$ cat config.mk
export PLATFORM = sky130hd
export DESIGN_NAME = sbc_ram
export DESIGN_NICKNAME = d
export VERILOG_FILES = /design/src/rtl/sbc_ram.sv
export SDC_FILE = /design/constraint.sdc
export NUM_CORES = 2
export LEC_CHECK = 0
export BUFFER_PORTS_ARGS = -buffer_cell sky130_fd_sc_hd__clkbuf_2
export CORE_MARGIN = 3
export CORE_UTILIZATION = 35
export CTS_CLUSTER_DIAMETER = 80
export DETAILED_ROUTE_END_ITERATION = 6
export PLACE_DENSITY = 0.48
export RECOVER_POWER = 50
export SETUP_SLACK_MARGIN = 0.05
export SYNTH_ARGS = -nofsm -noshare
export SYNTH_HDL_FRONTEND = slang
export SYNTH_SLANG_ARGS = --single-unit
$ cat constraint.sdc
create_clock -name clk -period 2.26 [get_ports clk]
set_input_delay 0.113 -clock clk [delete_from_list [all_inputs] [get_ports clk]]
set_output_delay 0.113 -clock clk [all_outputs]
set_load 0.005 [all_outputs]
$ cat src/rtl/sbc_ram.sv
// Generic single-write, single-read memory with registered read data.
module sbc_ram #(
  parameter int WIDTH = 8,
  parameter int DEPTH = 256
) (
  input  logic                     clk,
  input  logic                     we,
  input  logic [$clog2(DEPTH)-1:0] waddr,
  input  logic [WIDTH-1:0]         wdata,
  input  logic [$clog2(DEPTH)-1:0] raddr,
  output logic [WIDTH-1:0]         rdata
);

  logic [WIDTH-1:0] mem [DEPTH];

  always_ff @(posedge clk) begin
    if (we) begin
      mem[waddr] <= wdata;
    end
    rdata <= mem[raddr];
  end

endmodule

* Word level (Yosys, flattened, before mapping)
Memories as Yosys holds them, arrays and structs flattened. A register that Yosys moved wholly into a read port is not among the register bits.
Index checks and enable logic that the tools add are counted.
** Operators by class
- Muxes and demuxes :: 2
** Operators with widths (count)
- 1-bit two-way mux :: 2
** Storage, ports and cells
- Memories kept :: 1
- Output and inout bits :: 8
- Logic and storage cells :: 3
- Register bits :: 0
- RAM bits :: 2048
** Memory list
- mem :: words 256, bits a word 8, read ports 1, clocked after memory_dff 1, wr ports 1, line 14 : logic [WIDTH-1:0] mem [DEPTH];

* Depth between registers and ports, before layout
- Depth after elaboration :: 2
- Gate-level depth with buffers :: 11

* Worst setup path after synthesis
OpenSTA, ideal clock, no wires.
- Path kind :: input port to flip-flop
- Start point :: in raddr[0]
- End point :: reg rdata[2], read port of mem
- Arrival time :: 1920 ps
- Stages :: 9
- Slack :: 209 ps
- Library setup time :: 131 ps
- Path buffers :: 4
- Data required time :: 2129 ps
- Cell sequence :: buf_6 > buf_12 > buf_8 > buf_2 > mux4_2 > a22oi_1 > a21oi_1 > nor4_1 > nor4_2
** RTL lines
- from (decl) :: line 10 : input logic [$clog2(DEPTH)-1:0] raddr,
- to (decl) :: line 11 : output logic [WIDTH-1:0] rdata

==> flow_summary_export.csv <==
group,metric,value,unit
run_status,status,"finished, violations left",
run_status,violations,"capacitance limit, slew limit",
pwr,ir_drop,0.6762,mV
floorplanning,num_rows,174,
floorplanning,die_w,482.8,um
worst_setup_path,start_kind,"flop",
floorplanning,chipHeight,482.8,um
timing,grt_setup_unrepaired,"yes",
cts,clkLatencyLatePin,0.83,ns
routing,drt_iter0_markers,3991,
global_routing,antenna_found_initial,13,
routing,num_vias,40880,
cts,clk_pin_slew,0.06,ns
yosys,syn_inst,3733,
timing,slew_violations,257,
yosys,ys_ff_latch,2056,
routing,route.detailed.drc,0,
worst_setup_path,r2r_slack,0.07,ns
worst_setup_path,required,2.96,ns
worst_setup_path,cp_cell_sequence,"mux4_2 > mux4_2 > nor2_2 > a2111oi_2 > nor3_4 > nor4_1",
routing,dr_wl_met3,11450,um
job,maxCapViolCount,4,
routing,top_layer,"met4",
placement,gp_congestion,0.8046,
yosys,netlist_top_cells_area,"edfxtp_1, mux4_2, mux2i_1",
timing,hold_viol_final,0,
placement,pre_cts_slack,-1.146,ns
floorplanning,dieArea,233100,um^2
cells_and_area,multi_input_area,16890,um^2
worst_setup_path,worstReg2RegEnd,"rdata[1]$_DFF_P_",
yosys,synth_edf_count,2048,
routing,wl_met2,108700,um
yosys,synth_common_cells,"edfxtp_1, mux4_2, nor2_1, mux2i_1, a22oi_1",
cts,cts_tree,"done",
yosys,synth_most_common_cell,"edfxtp_1",
hold_path,min_path_type,"in2reg",
yosys,async_flop_share,0,%
yosys,netlist_area,79560,um^2
worst_setup_path,end_kind,"flop",
pwr,power_density,841.0,nW/um^2
placement,dp_hpwl,146600,um
cells_and_area,final_area,96260,um^2
cells_and_area,fin_nets,4558,
timing,setup-violations-final,0,
yosys,yosysWarnings,0,
global_routing,grt_pass1_wl,320200,um
pwr,finalPower,0.08096,W
placement,placed_cell_area,89300,um^2
worst_setup_path,ff2ff_path_depth,6,
pwr,p_leak,31.11,nW
yosys,syn_nets,3759,
yosys,synth_top_area_share,77.30,%
hold_path,min_to,"mem[232][6]$_DFFE_PP_",
cts,numCtsBuffers,215,
cts,htree_num_levels,4,
cts,postCtsSetupRepairBufs,0,
routing,drt_wl_total,223700,um
timing,min_period,2.190,ns
floorplanning,core_area,225300,um^2
cts,clkSinkCount,2056,
routing,drt-vias-per-instance,5.299,
cts,root_buffer,"clkbuf_16",
worst_setup_path,rr_startpoint,"mem[140][1]$_DFFE_PP_",
placement,place.port_buffers,33,
yosys,avgSynthCellArea,21.31,um^2
cells_and_area,areaGrowthSynthToFinish,20.99,%
routing,dr.pass1.iters,5,
routing,wl_per_cell,29.00,um
cts,clock_path_buffers,3,
global_routing,track_usage,19.21,%
worst_setup_path,path_class,"reg2reg",
timing,tightest_slew,2.195,ns
routing,drt-met1-wl,98190,um
floorplanning,io_pins,34,
cells_and_area,register_area,61660,um^2
worst_setup_path,worstPathArrival,2.89,ns
worst_setup_path,critPathMaxStageDelay,0.51,ns
yosys,yosysSeqAreaShare,77.50,%
worst_setup_path,cp_max_fo,1,
yosys,ys_types,55,
global_routing,grt-ovfl-total,0,
global_routing,grt_pass1_vias,41840,
cells_and_area,nFillCells,19740,
floorplanning,start_util,35.31,%
hold_path,hold_start,"waddr[6]",
worst_setup_path,slowest_stage,"mux4_2",
yosys,ys.flop_type,"edfxtp_1",
worst_setup_path,crit_top_cell,"mux4_2",
cells_and_area,drive_gt1_share,34.48,%
timing,slew_headroom,-46.34,%
timing,finClkSkew,0.02611,ns
timing,period_share,96.90,%
timing,fin_ws,0.07002,ns
timing,max_freq,456.6,MHz
hold_path,hold_depth,4,
yosys,yosysTopAreaCell,"edfxtp_1",
global_routing,grt_max_degree,94,
routing,ant_nets,0,
[metrics by stage]
step | hold slack [ns] | setup TNS, ns | util [%] | instances
floorplan | 0.2119 | 0 | - | 3733
global placement | 0.5415 | -6.020 | 39.63 | 7296
detailed placement | 0.5339 | -6.019 | 39.63 | 7296
CTS | 0.009032 | 0 | 42.79 | 7712
global route | 0.07546 | 0 | 42.72 | 7712
finish | 0.07538 | 0 | 42.72 | 7714
[timing repair]
action / CTS / global route
endpoints found under the setup margin: 8 / 8
gates cloned: 0 / 0
resized for setup: 39 / 23
hold buffers: 14 / 0
hold endpoints to repair: 1663 / 0
pin swaps: 13 / 16
[worst max-delay path by stage]
| stage | slack (ns) | endpoint | startpoint | cells past startpoint |
|---|---|---|---|---|
| 3_3_place_gp | -1.09 | rdata[7]$_DFF_P_ | raddr[0] | 10 |
| 2_1_floorplan | 0.21 | rdata[2]$_DFF_P_ | raddr[0] | 9 |
| 3_5_place_dp | -1.15 | rdata[7]$_DFF_P_ | raddr[0] | 10 |
| 6_report | 0.07 | rdata[1]$_DFF_P_ | mem[140][1]$_DFFE_PP_ | 6 |
| 4_1_cts | 0.007 | rdata[4]$_DFF_P_ | mem[86][4]$_DFFE_PP_ | 6 |
| 5_1_grt | 0.02 | rdata[2]$_DFF_P_ | mem[47][2]$_DFFE_PP_ | 6 |
[where the power goes]
| part | leakage [nW] | internal, W | switching [W] | total (W) |
|---|---|---|---|---|
| sequential | 18.5 | 0.0421 | 0.0000962 | 0.0421 |
| clock | 3.31 | 0.0195 | 0.0146 | 0.0341 |
| combinational | 9.33 | 0.00189 | 0.00280 | 0.00469 |
| total | 31.1 | 0.0635 | 0.0175 | 0.0810 |
[sequential cells by signal, summed over array words and instances (netlist names)]
name / flops
mem: 2048
rdata: 8
[critical path, delay by kind of cell (launching register included)]
family / cells / cell delay [ns]
muxes: 2 / 1.00
DFF: 1 / 0.36
AOI/OAI and AO/OA: 1 / 0.08
and+or+nand+nor: 3 / 0.62
[placed cells by master, fill, tap and decap left out, types with 14 or more instances in the layout]
master,n
clkbuf_16,221
dlygate4sd3_1,14
bufinv_16,14
mux2i_1,134
nor2b_1,26
mux4_2,454
edfxtp_1,2048
buf_4,650
clkbuf_2,38
clkinv_2,41
clkbuf_1,58
clkinv_1,55
a22oi_1,127
buf_12,89
o22ai_1,28
o221ai_1,44
a21oi_1,95
nand3_1,25
nor2_1,276
nand2_1,33
[per-layer routing]
| layer | track usage [%] | vias to the layer above |
|---|---|---|
| li1 | - | 17340 |
| met1 | 27.53 | 22070 |
| met2 | 31.06 | 1185 |
| met3 | 2.782 | 286 |
| met4 | 4.713 | 0 |
| met5 | 0 | - |
[area by class of cell]
cell class                      count  area share, %
Sequential cell                  2056          64.06
Multi-Input combinational cell   1442          17.55
Timing Repair Buffer              815          7.447
Clock buffer                      274          5.983
Tap cell                         2992          3.889
Clock inverter                    129          1.061
Antenna cell                        4        0.01040
Inverter                            2       0.007799
[kinds of logic (layout without fill, tap and decap cells)]
logic type	count (synthesis)	in the layout	synth area share, %
buffers and inverters	235	1220	1.831
other	0	4	0
DFF	2056	2056	77.50
and+or+nand+nor	466	466	2.628
AOI/OAI and AO/OA	385	385	3.419
muxes	591	591	14.62
No activity file was read; power rests on OpenSTA's default activity.
