$ cat src/rtl/sbc_pkg.sv
// Shared types, codes and constants for the sample buffer cache.
package sbc_pkg;

  localparam int MAX_ENTRIES_DEF = 96;
  localparam int QUEUE_DEPTH_DEF = 256;

  localparam logic [1:0] OP_LOOKUP = 2'd0;
  localparam logic [1:0] OP_TICK   = 2'd1;
  localparam logic [1:0] OP_INIT   = 2'd2;
  localparam logic [1:0] OP_UNUSED = 2'd3;

  localparam logic [1:0] CFG_SHORT_COUNT = 2'd0;
  localparam logic [1:0] CFG_LONG_COUNT  = 2'd1;
  localparam logic [1:0] CFG_SHORT_BYTES = 2'd2;
  localparam logic [1:0] CFG_LONG_BYTES  = 2'd3;

  localparam logic [6:0]  SHORT_COUNT_RST = 7'd48;
  localparam logic [5:0]  LONG_COUNT_RST  = 6'd16;
  localparam logic [12:0] SHORT_BYTES_RST = 13'(144 * 9);
  localparam logic [12:0] LONG_BYTES_RST  = 13'h200;

  localparam logic [5:0] SHORT_TTL = 6'd2;
  localparam logic [5:0] LONG_TTL  = 6'd60;
  localparam logic [31:0] ALIGN_MASK = 32'hF;

  typedef struct packed {
    logic [1:0]  opcode;
    logic [31:0] dev_addr;
    logic [12:0] req_bytes;
    logic        prefer_long;
    logic [6:0]  hint_index;
  } in_item_t;

  typedef struct packed {
    logic [6:0]  buffer_index;
    logic [11:0] byte_offset;
    logic        fetch_issued;
    logic [31:0] fetch_addr;
    logic [12:0] fetch_bytes;
    logic        queue_empty_error;
  } out_item_t;

  // Effective pool bounds and buffer sizes.
  typedef struct packed {
    logic [7:0]  short_end;
    logic [7:0]  total_end;
    logic [12:0] short_bytes;
    logic [12:0] long_bytes;
  } pool_cfg_t;

endpackage

$ cat src/rtl/sbc_cfg.sv
// Configuration registers and the derived pool boundaries.
module sbc_cfg #(
  parameter int MAX_ENTRIES = sbc_pkg::MAX_ENTRIES_DEF
) (
  input  logic               clk,
  input  logic               rst_n,
  input  logic               cfg_we,
  input  logic [1:0]         cfg_index,
  input  logic [12:0]        cfg_wdata,
  output sbc_pkg::pool_cfg_t pool_cfg
);

  logic [6:0]  short_count_r;
  logic [5:0]  long_count_r;
  logic [12:0] short_bytes_r;
  logic [12:0] long_bytes_r;
  logic [7:0]  short_end;
  logic [7:0]  room;
  logic [7:0]  long_used;

  always_ff @(posedge clk) begin
    if (!rst_n) begin
      short_count_r <= sbc_pkg::SHORT_COUNT_RST;
      long_count_r  <= sbc_pkg::LONG_COUNT_RST;
      short_bytes_r <= sbc_pkg::SHORT_BYTES_RST;
      long_bytes_r  <= sbc_pkg::LONG_BYTES_RST;
    end else if (cfg_we) begin
      case (cfg_index)
        sbc_pkg::CFG_SHORT_COUNT: short_count_r <= cfg_wdata[6:0];
        sbc_pkg::CFG_LONG_COUNT:  long_count_r  <= cfg_wdata[5:0];
        sbc_pkg::CFG_SHORT_BYTES: short_bytes_r <= cfg_wdata;
        sbc_pkg::CFG_LONG_BYTES:  long_bytes_r  <= cfg_wdata;
        default: ;
      endcase
    end
  end

  // Counts that overrun the entry store saturate.
  always_comb begin
    short_end = (9'(short_count_r) < 9'(MAX_ENTRIES)) ? 8'(short_count_r)
                                                      : 8'(MAX_ENTRIES);
    room      = 8'(MAX_ENTRIES) - short_end;
    long_used = (8'(long_count_r) < room) ? 8'(long_count_r) : room;
    pool_cfg.short_end   = short_end;
    pool_cfg.total_end   = short_end + long_used;
    pool_cfg.short_bytes = short_bytes_r;
    pool_cfg.long_bytes  = long_bytes_r;
  end

endmodule

$ cat config.mk
export PLATFORM = sky130hd
export DESIGN_NAME = sbc_cfg
export DESIGN_NICKNAME = d
export VERILOG_FILES = /design/src/rtl/sbc_pkg.sv /design/src/rtl/sbc_cfg.sv
export SDC_FILE = /design/constraint.sdc
export NUM_CORES = 1
export LEC_CHECK = 0
export BUFFER_PORTS_ARGS = -buffer_cell sky130_fd_sc_hd__buf_2
export CAP_MARGIN = 20
export CELL_PAD_IN_SITES_DETAIL_PLACEMENT = 1
export CELL_PAD_IN_SITES_GLOBAL_PLACEMENT = 1
export CORE_UTILIZATION = 38
export CTS_CLUSTER_DIAMETER = 30
export DETAILED_ROUTE_END_ITERATION = 10
export GPL_TIMING_DRIVEN = 0
export PLACE_DENSITY_LB_ADDON = 0.1
export SYNTH_ARGS = -nofsm -noshare
export SYNTH_HDL_FRONTEND = slang
export SYNTH_SLANG_ARGS = --single-unit
$ cat constraint.sdc
create_clock -name clk -period 6.6 [get_ports clk]
set_input_delay 1.32 -clock clk [delete_from_list [all_inputs] [get_ports clk]]
set_output_delay 1.32 -clock clk [all_outputs]
set_load 0.05 [all_outputs]
# After elaboration in Yosys (flattened, before gate mapping)
# Cells that the tools add are included.
# Widths: inputs -> output; s select.
# totals
output_inout_bits	42
inputBits	18
word_cells	18
regBits	39
# classes
n_lt_le_gt_ge	2
muxes	2
add_sub_neg	2
reduce_logical	5
eq_ne	3
# op_table
op	count
$add 7x8->8	1
$lt 6x8->1	1
$mux 8	1
$reduce_and 2->1	4
$sub 7x7->8 const A	1
$lt 7x7->1 const B	1
$mux 7	1
$eq 2x2->1 const B	2
$eq 2x1->1 const B	1
$logic_not 2->1	1

# Longest topological paths before layout
# depth
word_depth	6
ltp_mapped	19
depth_no_buf	17

# Least setup slack after synthesis
# OpenSTA, ideal clock, no wires.
# synth_timing
path_type	flip-flop to output port
from	reg short_count_r[0]
to	out pool_cfg[33] in the netlist's numbering
setup_slack_ns	0.586
t_arrival_ns	4.694
stages_incl_launch_ff	16
t_required_ns	5.280
path_buffers	2
path_cell_list	dfxtp_1 buf_6 or3_4 buf_6 or3_1 mux2_2 ha_1 or4_1 nand2_1 o21ai_0 ha_1 o21ai_0 a21oi_1 a221o_1 a31oi_1 o31ai_1
# synth_lines
element	line_no	text
start, declared	sbc_cfg.sv:13	logic [6:0] short_count_r;
start signal, assigned	sbc_cfg.sv:23	short_count_r <= sbc_pkg::SHORT_COUNT_RST;
start signal, assigned	sbc_cfg.sv:29	sbc_pkg::CFG_SHORT_COUNT: short_count_r <= cfg_wdata[6:0];
end, declared	sbc_cfg.sv:10	output sbc_pkg::pool_cfg_t pool_cfg

==> flow_metrics.env <==
export IMPL_status="completed"
export IMPL_synth_top_family_by_area="simple AND/OR/NAND/NOR gates"
export IMPL_fp_row_count=27
export IMPL_die_x_um=79.0
export IMPL_htreeDepth=2
export IMPL_synth_compound_area_share_pct=19.4
export IMPL_min_path_type="register to register"
export IMPL_fp_dieH_um=79.0
export IMPL_insertedDiodeCount=0
export IMPL_finalClockSkew_ns=0
export IMPL_endpoint_kind="primary output"
export IMPL_synth_xor_area_share_pct=2.72
export IMPL_drt_antenna_violating_nets=0
export IMPL_synth_flop_cell="dfxtp_1"
export IMPL_syn_avg_cell_area_um2=8.04
export IMPL_drc=0
export IMPL_synth_ff_latch_count=39
export IMPL_ctsRootBufferMaster="clkbuf_8"
export IMPL_drive_gt1_share_pct=22.8
export IMPL_fill_cells=742
export IMPL_synth_largest_area_cell="dfxtp_1"
export IMPL_grt_pass1_vias=2268
export IMPL_final_setup_tns_ns=0
export IMPL_finalCritPeriodShare_pct=94.5
export IMPL_routabilityCongestion=0.767
export IMPL_postCtsSetupBuffers=0
export IMPL_synth_most_common_cell="nand2_1"
export IMPL_post_dp_cell_area_um2=2630
export IMPL_synth_top_area_share_pct=34.7
export IMPL_path_class="register to primary output"
export IMPL_power_density_nw_per_um2=224
export IMPL_synth_warnings=0
export IMPL_yosys_area_share_adder_pct=6.11
export IMPL_yosys_area_share_simple_pct=26.3
export IMPL_peakVddDrop_v=0.000175
export IMPL_vias=2189
export IMPL_wl_per_cell_um=14.4
export IMPL_vias_per_cell=5.24
export IMPL_crit_fanout=8
export IMPL_async_reset_ff_share_pct=0
export IMPL_cts_clk_slew_worst_paths_ns=0.08
export IMPL_cp_data_required_time_ns=5.28
export IMPL_rsz0062_at_grt="false"
export IMPL_syn_area_um2=2250
export IMPL_postLayoutCellArea_um2=2740
export IMPL_fmax_ghz=0.160
export IMPL_grt_max_degree=13
export IMPL_nNetsFinal=374
export IMPL_maxCapViolCount=0
export IMPL_startpoint_type="register"
export IMPL_portBuffers=57
export IMPL_synth_cells=280
export IMPL_synth_edf_count=0
export IMPL_clock_latency_ns=0.29
export IMPL_num_io_pins=60
export IMPL_synth_area_leaders="dfxtp_1 (35%), nand2_1 (11%), a21boi_0 (8.0%)"
export IMPL_die_area_um2=6240
export IMPL_drtPass1Iterations=4
export IMPL_ys_types=49
export IMPL_setup_viol=0
export IMPL_cts_tree="built"
export IMPL_ys_top_cells_by_count="nand2_1 (65), dfxtp_1 (39), a21boi_0 (24)"
export IMPL_seq_area_frac_synth_pct=34.7
export IMPL_power_leakage_uw=0.00122
export IMPL_clockBufferDepth=2
export IMPL_core_area_um2=5610
export IMPL_synth_mux_area_share_pct=5.83
export IMPL_critical_path_arrival_ns=4.92
export IMPL_cts_hold_buf=0
export IMPL_drt_iter0_drc=19
export IMPL_hold_viol=0
export IMPL_relSlewSlack_pct=62.4
export IMPL_finalWorstPathRequiredPeriod_ns=6.24
export IMPL_slew_viol_final=0
export IMPL_worst_pin_slew_ns=0.561
export IMPL_antenna_found_initial=0
export IMPL_initial_core_util_pct=40.2
export IMPL_cts_buffers=5
export IMPL_cts_sinks=39
export IMPL_syn_to_final_growth_pct=21.6
export IMPL_grt_pass1_wl_mm=10.2
export IMPL_finalWirelength_mm=6.04
export IMPL_globalRouteOverflowTotal=0
export IMPL_dpl_hpwl_mm=4.73
export IMPL_grt_total_usage_pct=20.8
-- sequential cells by signal, summed over array words and instances, names as in the netlist --
name and count:
long_count_r 6, long_bytes_r 13, short_count_r 7, short_bytes_r 13
-- layout make-up --
class | instances | area [um2] | share of cell area [%]
plain buffers | 17 | 83.8 | 3.06
flip-flops and latches | 39 | 781 | 28.5
multi-input cells | 219 | 1390 | 50.7
well taps | 72 | 90.1 | 3.29
repair buffers | 57 | 288 | 10.5
clock inverters | 2 | 12.5 | 0.457
inverters | 6 | 22.5 | 0.822
clock buffers | 6 | 72.6 | 2.65
-- routing by layer --
metal | vias to the layer above | global-route usage (%) | wire (um)
li1 | 1093 | - | -
met1 | 1048 | 23.8 | 2660
met2 | 40 | 38.4 | 3030
met3 | 8 | 4.60 | 268
met4 | 0 | 6.00 | 70
met5 | - | 0 | 0
-- through the flow --
step / cells / worst slack (ns) / util, % / hold WS [ns] / total power [uW]
5_1_grt: 418 / 0.0493 / 48.8 / 0.485 / 648
4_1_cts: 418 / 0.126 / 48.4 / 0.466 / 615
3_3_place_gp: 410 / 0.508 / 46.9 / 0.446 / 453
6_report: 418 / 0.361 / 48.8 / 0.464 / 613
3_5_place_dp: 410 / 0.450 / 46.9 / 0.456 / 456
2_1_floorplan: 281 / 0.586 / - / 0.489 / 409
-- what timing repair did --
| item | CTS | global route |
|---|---|---|
| resized for setup | 0 | 7 |
| endpoints found under the setup margin | 0 | 2 |
| hold endpoints to repair | 0 | 0 |
-- worst paths after layout --
kind | from | endpoint | slack [ns] | depth (start not counted)
max reg2reg | short_count_r[1]$_SDFFE_PN0P_ | short_count_r[1]$_SDFFE_PN0P_ | 5.84 | 3
min reg2reg | short_bytes_r[7]$_SDFFE_PN0P_ | short_bytes_r[7]$_SDFFE_PN0P_ | 0.46 | 2
max | short_count_r[1]$_SDFFE_PN0P_ | pool_cfg[32] | 0.36 | 17
min | short_bytes_r[7]$_SDFFE_PN0P_ | short_bytes_r[7]$_SDFFE_PN0P_ | 0.46 | 2
-- where the power goes --
part | switching [uW] | leakage (uW) | internal, uW
Sequential | 5.79 | 0.000317 | 244
Clock | 83.6 | 0.0000412 | 73.8
Combinational | 141 | 0.000859 | 65.8
Total | 230 | 0.00122 | 383
-- placed cells by master, fill, tap and decap left out, drive strengths merged, types with 9 or more instances in the layout --
master | synthesis | routed
a21oi | 9 | 9
a21boi | 24 | 24
dfxtp | 39 | 39
buf | 5 | 61
mux2i | 12 | 12
nand2 | 65 | 65
o21ai | 12 | 12
clkbuf | 12 | 19
ha | 11 | 11
nand3 | 9 | 9
nor2b | 13 | 13
-- critical path, stage by stage (launching register included) --
cell	delay, ns
dfxtp_1	0.30
buf_2	0.16
or3_4	0.37
buf_6	0.14
or3_1	0.34
mux2_2	0.30
ha_1	0.26
or4_4	0.60
nand2_4	0.14
nand2_1	0.06
o21ai_0	0.08
ha_2	0.35
a21o_1	0.18
a21o_1	0.21
or4b_2	0.63
nor3_1	0.15
nand4bb_1	0.14
clkbuf_4	0.23
-- cells by family (layout without fill, tap and decap cells) --
group           Yosys count  count (layout)
compound gates           63              63
fa+ha+maj                11              11
simple gates            123             123
xor+xnor                  7               7
buf+inv                  23              88
mux                      13              13
flops                    39              39
other cells               1               2
(Power assumes the default switching activity.)
